`src/rhsl_pkg.sv`:
```
// rhsl_pkg: shared constants and types for the rgb to hsl pixel converter
// fixed-point scaling, divider geometry and pipeline latency; no dependencies
package rhsl_pkg;

  localparam int HUE_FRAC_BITS = 4;
  localparam int SAT_FRAC_BITS = 12;

  localparam int CH_W  = 8;
  localparam int HUE_W = 13;
  localparam int SAT_W = 13;
  localparam int LIG_W = 9;

  localparam int CH_MAX = 255;

  // one hue sector is 60 degrees
  localparam int HUE_UNIT = 60 * (1 << HUE_FRAC_BITS);
  localparam int HUE_TURN = 6 * HUE_UNIT;

  localparam int HUE_DVD_W = $clog2(CH_MAX * HUE_UNIT + 1);
  localparam int SAT_DVD_W = CH_W + SAT_FRAC_BITS;
  localparam int DIV_W     = (HUE_DVD_W > SAT_DVD_W) ? HUE_DVD_W : SAT_DVD_W;

  // restoring divider, two quotient bits per register stage
  localparam int DIV_STEPS  = 2;
  localparam int DIV_STAGES = (DIV_W + DIV_STEPS - 1) / DIV_STEPS;
  localparam int DIV_PAD_W  = DIV_STAGES * DIV_STEPS;

  localparam int HQ_W   = $clog2(HUE_UNIT + 1);
  localparam int HUE_SW = $clog2(HUE_TURN) + 2;

  // decode stage, dividend stage, divider stages, output stage
  localparam int LATENCY = DIV_STAGES + 3;

  typedef enum logic [1:0] {
    SEC_RED   = 2'd0,
    SEC_GREEN = 2'd1,
    SEC_BLUE  = 2'd2
  } sector_t;

  typedef struct packed {
    logic             neg;
    sector_t          sec;
    logic             zero;
    logic [LIG_W-1:0] sum;
  } side_t;

endpackage

```
`src/rgb_to_hsl_pixel.sv`:
```
// rgb_to_hsl_pixel: one 8-bit rgb pixel to fixed-point hue, saturation, lightness
// an accepted start is registered through the decode, dividend, divider and output stages to done
// throughput is one item per clock; the depth is set by the two pipelined dividers
// the receiver cannot stall, so busy is high only while rst is applied
// synchronous reset clears every valid bit; no item is in flight after reset
// depends on rhsl_pkg and rhsl_div
module rgb_to_hsl_pixel import rhsl_pkg::*; (
  input  logic             clk,
  input  logic             rst,
  input  logic             start,
  output logic             busy,
  input  logic [CH_W-1:0]  red,
  input  logic [CH_W-1:0]  green,
  input  logic [CH_W-1:0]  blue,
  output logic             done,
  output logic [HUE_W-1:0] hue,
  output logic [SAT_W-1:0] saturation,
  output logic [LIG_W-1:0] lightness
);

  localparam logic signed [HUE_SW-1:0] TURN_S = HUE_SW'(HUE_TURN);

  // decode stage
  logic [CH_W-1:0]       mx;
  logic [CH_W-1:0]       mn;
  sector_t               sec_d;
  logic signed [CH_W:0]  num;
  logic [LIG_W-1:0]      sum_d;
  logic [LIG_W-1:0]      den_full;

  logic                  va;
  logic [CH_W-1:0]       a_mag;
  logic                  a_neg;
  sector_t               a_sec;
  logic [CH_W-1:0]       a_delta;
  logic [LIG_W-1:0]      a_sum;
  logic [CH_W-1:0]       a_den;

  // dividend stage
  logic                  vb;
  logic [DIV_PAD_W-1:0]  b_hue_dvd;
  logic [DIV_PAD_W-1:0]  b_sat_dvd;
  logic [CH_W-1:0]       b_hue_div;
  logic [CH_W-1:0]       b_sat_div;
  side_t                 b_side;

  side_t                 side [DIV_STAGES];

  logic                  hq_valid;
  logic [DIV_PAD_W-1:0]  hq;
  logic [CH_W-1:0]       hr;
  logic                  sq_valid;
  logic [DIV_PAD_W-1:0]  sq;

  logic [HUE_W-1:0]      hue_next;
  logic [SAT_W-1:0]      sat_next;

  assign busy = rst;

  always_comb begin
    mx = red;
    mn = red;
    if (green > mx) mx = green;
    if (blue > mx) mx = blue;
    if (green < mn) mn = green;
    if (blue < mn) mn = blue;
    // ties go to red, then green
    if (red >= green && red >= blue) begin
      sec_d = SEC_RED;
      num   = $signed({1'b0, green}) - $signed({1'b0, blue});
    end else if (green >= blue) begin
      sec_d = SEC_GREEN;
      num   = $signed({1'b0, blue}) - $signed({1'b0, red});
    end else begin
      sec_d = SEC_BLUE;
      num   = $signed({1'b0, red}) - $signed({1'b0, green});
    end
    sum_d    = {1'b0, mx} + {1'b0, mn};
    den_full = LIG_W'(2 * CH_MAX) - sum_d;
  end

  always_ff @(posedge clk) begin
    if (rst) begin
      va <= 1'b0;
    end else begin
      va <= start && !busy;
    end
    a_neg   <= num[CH_W];
    a_mag   <= num[CH_W] ? CH_W'(-num) : num[CH_W-1:0];
    a_sec   <= sec_d;
    a_delta <= mx - mn;
    a_sum   <= sum_d;
    a_den   <= (sum_d <= LIG_W'(CH_MAX)) ? sum_d[CH_W-1:0] : den_full[CH_W-1:0];
  end

  always_ff @(posedge clk) begin
    if (rst) begin
      vb <= 1'b0;
    end else begin
      vb <= va;
    end
    b_hue_dvd   <= DIV_PAD_W'(a_mag) * DIV_PAD_W'(HUE_UNIT);
    b_sat_dvd   <= DIV_PAD_W'(a_delta) << SAT_FRAC_BITS;
    b_hue_div   <= a_delta;
    b_sat_div   <= a_den;
    b_side.neg  <= a_neg;
    b_side.sec  <= a_sec;
    b_side.zero <= (a_delta == '0);
    b_side.sum  <= a_sum;
  end

  rhsl_div u_hue_div (
    .clk       (clk),
    .rst       (rst),
    .in_valid  (vb),
    .dividend  (b_hue_dvd),
    .divisor   (b_hue_div),
    .out_valid (hq_valid),
    .quotient  (hq),
    .remainder (hr)
  );

  rhsl_div u_sat_div (
    .clk       (clk),
    .rst       (rst),
    .in_valid  (vb),
    .dividend  (b_sat_dvd),
    .divisor   (b_sat_div),
    .out_valid (sq_valid),
    .quotient  (sq),
    .remainder ()
  );

  // sideband rides alongside the dividers
  always_ff @(posedge clk) begin
    side[0] <= b_side;
    for (int s = 1; s < DIV_STAGES; s++) begin
      side[s] <= side[s-1];
    end
  end

  always_comb begin
    side_t                    se;
    logic [HUE_SW-1:0]        mag_q;
    logic signed [HUE_SW-1:0] h;
    logic signed [HUE_SW-1:0] off;
    se    = side[DIV_STAGES-1];
    mag_q = HUE_SW'(hq[HQ_W-1:0]);
    // floor of a negative quotient rounds the magnitude up
    if (se.neg) begin
      mag_q = mag_q + HUE_SW'(hr != '0);
      h     = -$signed(mag_q);
    end else begin
      h     = $signed(mag_q);
    end
    case (se.sec)
      SEC_RED:   off = '0;
      SEC_GREEN: off = HUE_SW'(2 * HUE_UNIT);
      SEC_BLUE:  off = HUE_SW'(4 * HUE_UNIT);
      default:   off = '0;
    endcase
    h = h + off;
    if (h < 0) begin
      h = h + TURN_S;
    end else if (h >= TURN_S) begin
      h = h - TURN_S;
    end
    hue_next = se.zero ? '0 : HUE_W'(h);
    sat_next = se.zero ? '0 : SAT_W'(sq);
  end

  always_ff @(posedge clk) begin
    if (rst) begin
      done <= 1'b0;
    end else begin
      done <= hq_valid;
    end
    hue        <= hue_next;
    saturation <= sat_next;
    lightness  <= side[DIV_STAGES-1].sum;
  end

  a_div_in_step: assert property (@(posedge clk) disable iff (rst)
    hq_valid == sq_valid)
    else $error("hue and saturation dividers out of step");

  a_latency: assert property (@(posedge clk) disable iff (rst)
    (start && !busy) |-> ##LATENCY done)
    else $error("accepted item did not complete");

  a_no_extra: assert property (@(posedge clk) disable iff (rst)
    done |-> $past(start && !busy, LATENCY))
    else $error("result with no accepted item");

  a_hue_range: assert property (@(posedge clk) disable iff (rst)
    done |-> 32'(hue) < HUE_TURN)
    else $error("hue not below a full turn");

endmodule

```
`src/rhsl_div.sv`:
```
// rhsl_div: pipelined restoring divider, DIV_STEPS quotient bits per stage
// unsigned dividend by an 8-bit divisor; depends on rhsl_pkg
module rhsl_div import rhsl_pkg::*; (
  input  logic                 clk,
  input  logic                 rst,
  input  logic                 in_valid,
  input  logic [DIV_PAD_W-1:0] dividend,
  input  logic [CH_W-1:0]      divisor,
  output logic                 out_valid,
  output logic [DIV_PAD_W-1:0] quotient,
  output logic [CH_W-1:0]      remainder
);

  logic                 vld [DIV_STAGES];
  logic [CH_W-1:0]      rem [DIV_STAGES];
  logic [DIV_PAD_W-1:0] dq  [DIV_STAGES];
  logic [CH_W-1:0]      dv  [DIV_STAGES];

  for (genvar s = 0; s < DIV_STAGES; s++) begin : g_stage
    logic                 v_in;
    logic [CH_W-1:0]      r_in;
    logic [DIV_PAD_W-1:0] q_in;
    logic [CH_W-1:0]      d_in;
    logic [CH_W-1:0]      rem_next;
    logic [DIV_PAD_W-1:0] dq_next;

    if (s == 0) begin : g_first
      assign v_in = in_valid;
      assign r_in = '0;
      assign q_in = dividend;
      assign d_in = divisor;
    end else begin : g_rest
      assign v_in = vld[s-1];
      assign r_in = rem[s-1];
      assign q_in = dq[s-1];
      assign d_in = dv[s-1];
    end

    // dividend bits shift out the top, quotient bits shift in at the bottom
    always_comb begin
      logic [CH_W:0]        t;
      logic [CH_W-1:0]      r;
      logic [DIV_PAD_W-1:0] q;
      r = r_in;
      q = q_in;
      for (int k = 0; k < DIV_STEPS; k++) begin
        t = {r, q[DIV_PAD_W-1]};
        if (t >= {1'b0, d_in}) begin
          t = t - {1'b0, d_in};
          q = {q[DIV_PAD_W-2:0], 1'b1};
        end else begin
          q = {q[DIV_PAD_W-2:0], 1'b0};
        end
        r = t[CH_W-1:0];
      end
      rem_next = r;
      dq_next  = q;
    end

    always_ff @(posedge clk) begin
      if (rst) begin
        vld[s] <= 1'b0;
      end else begin
        vld[s] <= v_in;
      end
      rem[s] <= rem_next;
      dq[s]  <= dq_next;
      dv[s]  <= d_in;
    end
  end

  assign out_valid = vld[DIV_STAGES-1];
  assign quotient  = dq[DIV_STAGES-1];
  assign remainder = rem[DIV_STAGES-1];

  a_div_latency: assert property (@(posedge clk) disable iff (rst)
    in_valid |-> ##DIV_STAGES out_valid)
    else $error("divider lost an item");

  a_div_no_extra: assert property (@(posedge clk) disable iff (rst)
    out_valid |-> $past(in_valid, DIV_STAGES))
    else $error("divider produced an item that never entered");

  a_div_rem: assert property (@(posedge clk) disable iff (rst)
    (out_valid && dv[DIV_STAGES-1] != '0) |-> remainder < dv[DIV_STAGES-1])
    else $error("divider remainder not below divisor");

endmodule

```
`config.mk`:
```
export PLATFORM = sky130hd
export DESIGN_NAME = rgb_to_hsl_pixel
export DESIGN_NICKNAME = d
export VERILOG_FILES = /design/src/rhsl_pkg.sv /design/src/rgb_to_hsl_pixel.sv /design/src/rhsl_div.sv
export SDC_FILE = /design/constraint.sdc
export NUM_CORES = 1
export LEC_CHECK = 0
export BUFFER_PORTS_ARGS = -buffer_cell sky130_fd_sc_hd__buf_2
export CORE_UTILIZATION = 40
export DETAILED_ROUTE_END_ITERATION = 16
export PLACE_DENSITY_LB_ADDON = 0.2
export SYNTH_ARGS = -nofsm -noshare
export SYNTH_HDL_FRONTEND = slang
export SYNTH_SLANG_ARGS = --single-unit
```
`constraint.sdc`:
```
create_clock -name clk -period 7.2 [get_ports clk]
set_input_delay 1.44 -clock clk [delete_from_list [all_inputs] [get_ports clk]]
set_output_delay 1.44 -clock clk [all_outputs]
set_load 0.005 [all_outputs]
```
==> out/metrics.csv, run 1 <==
stage,metric,value,unit
sta,unrepaired setup endpoints after global routing,no,
final_layout,n_diodes,0,
synthesis,number of synthesized flops with an enable pin,0,
sta,number of hold violations in the final report,0,
flow_run,# Max-Cap Violations,0,
setup_path,delay of the slowest cell on the worst path,0.41,ns
synthesis,sequential share of the synthesized area,39.7,%
sta,actual slew at the worst max-slew pin,0.726,ns
setup_path,Critical Path Slowest Stage Cell,fa_1,
clock_tree,number of buffers inserted by hold repair at cts,0,
sta,slew margin rel.,50.3,%
clock_tree,clock root buffer,clkbuf_16,
placement,buffers added on ports,63,
final_layout,total number of nets in the final design,3817,
synthesis,prevailing post-synth register cell,dfxtp_1,
sta,sum of negative setup slack,0,ns
global_routing,number of antenna violations at the first check in global routing,1,
global_routing,combined global-route utilization of all metal layers,15.0,%
synthesis,most repeated cell in the gate-level netlist after synthesis,dfxtp_1,
setup_path,critical setup path kind,in2reg,
final_layout,ratio of cells with drive above 1 in the final layout,14.8,%
final_layout,post-synthesis to final-layout area growth,12.9,%
synthesis,fraction of registers with async set or reset after synthesis,0,%
global_routing,via count of the first global-routing pass,21453,
setup_path,critical-path maximum fanout,9,
placement,sum of net half-perimeters after detailed placement,48800,um
sta,final count of negative-setup-slack endpoints,0,
synthesis,ranking of synthesized cells by instance count,"dfxtp_1 (650), ha_1 (392), inv_1 (331), mux2_2 (233), nor2_1 (232)",
sta,final clock skew,0.0305,ns
status,failing checks,DRC,
sta,achievable frequency,152,MHz
synthesis,syn_area_per_cell,10.2,um2
global_routing,GRT overflow,0,
drt,routed length per instance,13.8,um
synthesis,"flops & latches, synth",650,
drt,WL final,61800,um
sta,min cycle time layout,6.58,ns
drt,DRC violation count after routing,4,
drt,residual antenna-violating net count after detailed routing,0,
worst_hold_path,class of the tightest hold or removal check,reg2reg,
drt,routed via count,21332,
placement,gpl congestion,0.853,
floorplanning,core area,80800,um2
floorplanning,floorplan row count,104,
clock_tree,H-tree Lvls,3,
setup_path,data required time at the worst endpoint,7.74,ns
clock_tree,TritonCTS sink count,650,
synthesis,Synth cell types,77,
clock_tree,Post-CTS Setup Repair Bufs,0,
global_routing,pin count of the biggest net entering global routing,27,
sta,period utilisation layout,91.4,%
synthesis,cell taking the most area after synthesis,dfxtp_1,
setup_path,CP bufs+invs,5,
drt,length of the first detailed-routing pass in iterations,11,
clock_tree,Worst-path clk slew,0.06,ns
synthesis,post-synthesis instance area,32800,um2
setup_path,CP endpoint kind,register,
setup_path,nature of the critical path startpoint,input pin,
floorplanning,width of the die,288,um
clock_tree,CTS tree,yes,
synthesis,Synth top area share,39.7,%
clock_tree,maximum root-to-sink buffer count,3,
clock_tree,clock insertion delay at the later pin of the skew report,0.61,ns
sta,final critical-path setup slack,0.620,ns
floorplanning,effective utilization at floorplan,40.6,%
sta,post-route worst hold slack,0.304,ns
clock_tree,total CTS buffers,73,
clock_tree,post-cts resize count,0,
global_routing,global-route wire length before repair,103000,um
drt,violation count after the first detailed-routing iteration,662,
setup_path,Worst Path Arrival,7.12,ns
setup_path,family with the most delay on the worst path,compound AO/OA/AOI/OAI gates,
synthesis,Synth Instances,3212,
floorplanning,area of the die,83100,um2
sta,max-slew violations,0,
synthesis,count of warnings emitted by yosys,0,
floorplanning,I/O pin count,64,
floorplanning,Die Ht,288,um
drt,routed via count divided by cell count,4.78,
synthesis,cells taking the most area after synthesis,"dfxtp_1 (40%), ha_1 (15%), mux2_2 (8.0%), xnor2_1 (3.8%), inv_1 (3.8%)",
status,status,finished with violations,
placement,post-placement setup slack,0.0115,ns
-- placed cells by master (no fill, tap or decap), types with 16 or more instances in the layout --
cell type,count
a31oi_1,18
buf_2,63
a21oi_1,149
fa_1,47
mux2i_1,61
inv_1,331
buf_4,28
nand4_1,46
a21o_1,109
dfxtp_1,650
o21bai_1,29
xor2_1,97
mux2_2,233
nand2b_1,30
nand3_1,38
and2_1,21
nand2_1,99
o21ai_0,140
xnor2_1,143
o21a_1,30
ha_1,392
clkbuf_16,73
a221oi_4,16
nor3_1,22
nor2b_1,89
nor2_1,232
-- registers in the layout, indices dropped and copies added (netlist names), 49 cells and up --
signal	cells
u_hue_div.dq	72
u_sat_div.rem	72
u_hue_div.rem	80
u_sat_div.dv	64
side	125
u_hue_div.dv	67
u_sat_div.dq	49
-- per-stage QoR --
stage,cell area [um2],cells,util (%)
5_1_grt,37000,4467,45.8
2_1_floorplan,32800,3214,-
3_5_place_dp,34500,4336,42.7
3_3_place_gp,34500,4336,42.7
4_1_cts,37000,4467,45.8
6_report,37000,4467,45.8
-- area by class of cell --
class                           count  area (um2)
Clock buffer                       94        2000
Clock inverter                     37         512
Fill cell                        7614       43800
Inverter                          336        1260
Multi-Input combinational cell   2199       18400
Sequential cell                   650       13000
Tap cell                         1060        1330
Timing Repair Buffer               91         526
-- routing by layer --
layer  vias up  track usage (%)  share of wire (%)  wire length, um
met5         -                0                  0                0
met4         0             4.55                2.1             1290
met3        81             2.21                3.2             1990
met2       268             26.0                 47            28900
met1      9669             19.2                 48            29600
li1      11314                -                  -                -
-- path summary, 6_finish.rpt --
check / depth (start not counted) / startpoint / to / slack [ns]
worst max-delay path: 30 / green[1] / a_den[6] / 0.62
worst min-delay path: 0 / u_hue_div.dq[1][16] / u_hue_div.dq[2][18] / 0.30
worst max register to register: 21 / u_hue_div.dv[0][1] / u_hue_div.rem[1][7] / 1.75
worst min register to register: 0 / u_hue_div.dq[1][16] / u_hue_div.dq[2][18] / 0.30
-- cell families (layout without fill, tap and decap cells) --
family | after synthesis | in the layout | share of synthesized area (%)
adders and majority gates | 439 | 439 | 17.8
buffers and inverters | 365 | 558 | 4.27
and+or+nand+nor | 619 | 619 | 9.12
DFF | 650 | 650 | 39.7
other | 1 | 3 | 0.0114
muxes | 296 | 296 | 9.94
AOI/OAI and AO/OA | 602 | 602 | 12.7
xor gates and xnor gates | 240 | 240 | 6.41
Power of run 1 is not shown: default switching activity piles up to over one toggle a cycle in this logic, so the estimate is an artifact.
==> inputs of run 2 (changes only) <==
==> constraint.sdc (replaced) <==
create_clock -name clk -period 7.2 [get_ports clk]
set_input_delay 0.72 -clock clk [delete_from_list [all_inputs] [get_ports clk]]
set_output_delay 0.72 -clock clk [all_outputs]
set_load 0.005 [all_outputs]
==> run 2 against run 1 <==
The run still ends with DRC left. Non-clock buffer count fell by 15. Wire length down 0.11%. Setup slack better by 0.23 ns. Clock skew rose by 0.0027 ns. Register-to-register slack is essentially flat. Sequential cell count stayed put. Via count grew 0.42%.
==> out/metrics.csv, run 2 (synthesis gave the netlist of run 1 again) <==
stage,metric,value,unit
setup_path,critical-path maximum fanout,14,
setup_path,launch point of the worst reg-to-reg path,u_hue_div.dv[1][1],
sta,sum of negative setup slack,0,ns
setup_path,critical setup path kind,in2reg,
final_layout,area used by multi-input combinational logic,18400,um2
status,status,finished with violations,
drt,M1 WL,29500,um
clock_tree,total CTS buffers,73,
clock_tree,Post-CTS Setup Repair Bufs,0,
sta,min cycle time layout,6.35,ns
placement,buffers added on ports,63,
setup_path,CP endpoint kind,register,
sta,final clock skew,0.0332,ns
sta,unrepaired setup endpoints after global routing,no,
setup_path,delay of the slowest cell on the worst path,0.58,ns
setup_path,nature of the critical path startpoint,input pin,
clock_tree,clock root buffer,clkbuf_16,
final_layout,post-synthesis to final-layout area growth,12.8,%
drt,detailed route wirelength on metal3,1900,um
sta,number of hold violations in the final report,0,
global_routing,global-route wire length before repair,105000,um
drt,routed length per instance,13.8,um
clock_tree,TritonCTS sink count,650,
floorplanning,Die Ht,288,um
floorplanning,floorplan row count,104,
clock_tree,number of buffers inserted by hold repair at cts,0,
drt,highest metal layer with signal wires,met4,
drt,length of the first detailed-routing pass in iterations,11,
sta,slew margin rel.,50.5,%
global_routing,GRT overflow,0,
drt,routed via count,21421,
final_layout,total of fill cells in the finished design,7629,
setup_path,Worst Setup SP,green[1],
floorplanning,area of the die,83100,um2
drt,violation count after the first detailed-routing iteration,651,
drt,residual antenna-violating net count after detailed routing,0,
sta,achievable frequency,158,MHz
placement,sum of net half-perimeters after detailed placement,48500,um
setup_path,data required time at the worst endpoint,7.70,ns
final_layout,total number of nets in the final design,3802,
final_layout,"most common cell after layout, fill and taps aside",dfxtp_1,
clock_tree,post-cts resize count,0,
placement,gpl congestion,0.861,
final_layout,most flop-heavy register,side,
final_layout,ratio of cells with drive above 1 in the final layout,14.3,%
setup_path,Critical Path Slowest Stage Cell,nor2_1,
clock_tree,H-tree Lvls,3,
final_layout,n_diodes,0,
floorplanning,effective utilization at floorplan,40.6,%
worst_hold_path,start point of the worst min-delay path,side[6][10],
drt,routed via count divided by cell count,4.81,
flow_run,# Max-Cap Violations,0,
sta,period utilisation layout,88.2,%
clock_tree,Worst-path clk slew,0.06,ns
drt,WL final,61700,um
sta,post-route worst hold slack,0.308,ns
final_layout,register area,13000,um2
sta,max-slew violations,0,
clock_tree,maximum root-to-sink buffer count,3,
final_layout,max FFs per register,125,
drt,DRC violation count after routing,4,
setup_path,Worst Path Arrival,6.85,ns
worst_hold_path,worst hold path stage count,0,
worst_hold_path,class of the tightest hold or removal check,reg2reg,
setup_path,Worst R2R Path Depth,21,
sta,actual slew at the worst max-slew pin,0.740,ns
global_routing,number of antenna violations at the first check in global routing,0,
clock_tree,clock insertion delay at the later pin of the skew report,0.63,ns
floorplanning,I/O pin count,64,
sta,final count of negative-setup-slack endpoints,0,
clock_tree,CTS tree,yes,
final_layout,largest registers ranked by flip-flop count,"side (125), u_hue_div.rem (80)",
global_routing,combined global-route utilization of all metal layers,15.2,%
global_routing,via count of the first global-routing pass,21598,
final_layout,highest-count cells in the layout ignoring fill and taps,"dfxtp_1 (650), ha_1 (392), inv_1 (331), mux2_2 (233), nor2_1 (232)",
status,failing checks,DRC,
floorplanning,width of the die,288,um
drt,wire length on met2,28900,um
floorplanning,core area,80800,um2
global_routing,pin count of the biggest net entering global routing,27,
==> run 2: cell types whose count changed in the layout (fill, tap and decap cells not counted), sizes merged <==
| cell | change |
|---|---|
| clkbuf | +5 |
| clkinv | -4 |
| inv | +3 |
| buf | -15 |
| bufinv | +4 |
| clkinvlp | -3 |
==> run 2: worst max-delay path: cells and delay by family <==
family / cells / cell delay (ns)
mux: 1 / 0.38
compound gates: 12 / 2.44
fa+ha+maj: 4 / 1.21
xor+xnor: 2 / 0.41
buf+inv: 3 / 0.37
simple gates: 7 / 1.31
==> run 2: metrics by stage <==
stage	setup slack, ns	cells	utilization, %	instance area (um2)
3_5_place_dp	0.220	4321	42.6	34400
2_1_floorplan	0.935	3214	-	32800
6_report	0.853	4457	45.8	37000
4_1_cts	0.913	4457	45.8	37000
5_1_grt	0.132	4457	45.8	37000
3_3_place_gp	0.289	4321	42.6	34400
==> run 2: layout make-up <==
class | count | share of cell area, %
Clock inverter | 37 | 1.61
Multi-Input combinational cell | 2199 | 49.7
Tap cell | 1060 | 3.58
Sequential cell | 650 | 35.2
Inverter | 336 | 3.42
Clock buffer | 99 | 5.42
Timing Repair Buffer | 76 | 1.12
==> run 2: path summary, 6_finish.rpt <==
check                             end  slack (ns)
hold reg to reg           side[7][10]        0.31
setup reg to reg  u_hue_div.rem[2][6]        1.76
hold / removal            side[7][10]        0.31
setup / recovery             a_den[3]        0.85
==> run 2: metal layers <==
layer	vias up	track usage (%)
met4	0	4.58
met1	9768	19.4
met5	-	0
met2	263	25.9
li1	11299	-
met3	91	2.56
Power of run 2 is left out for the same reason.
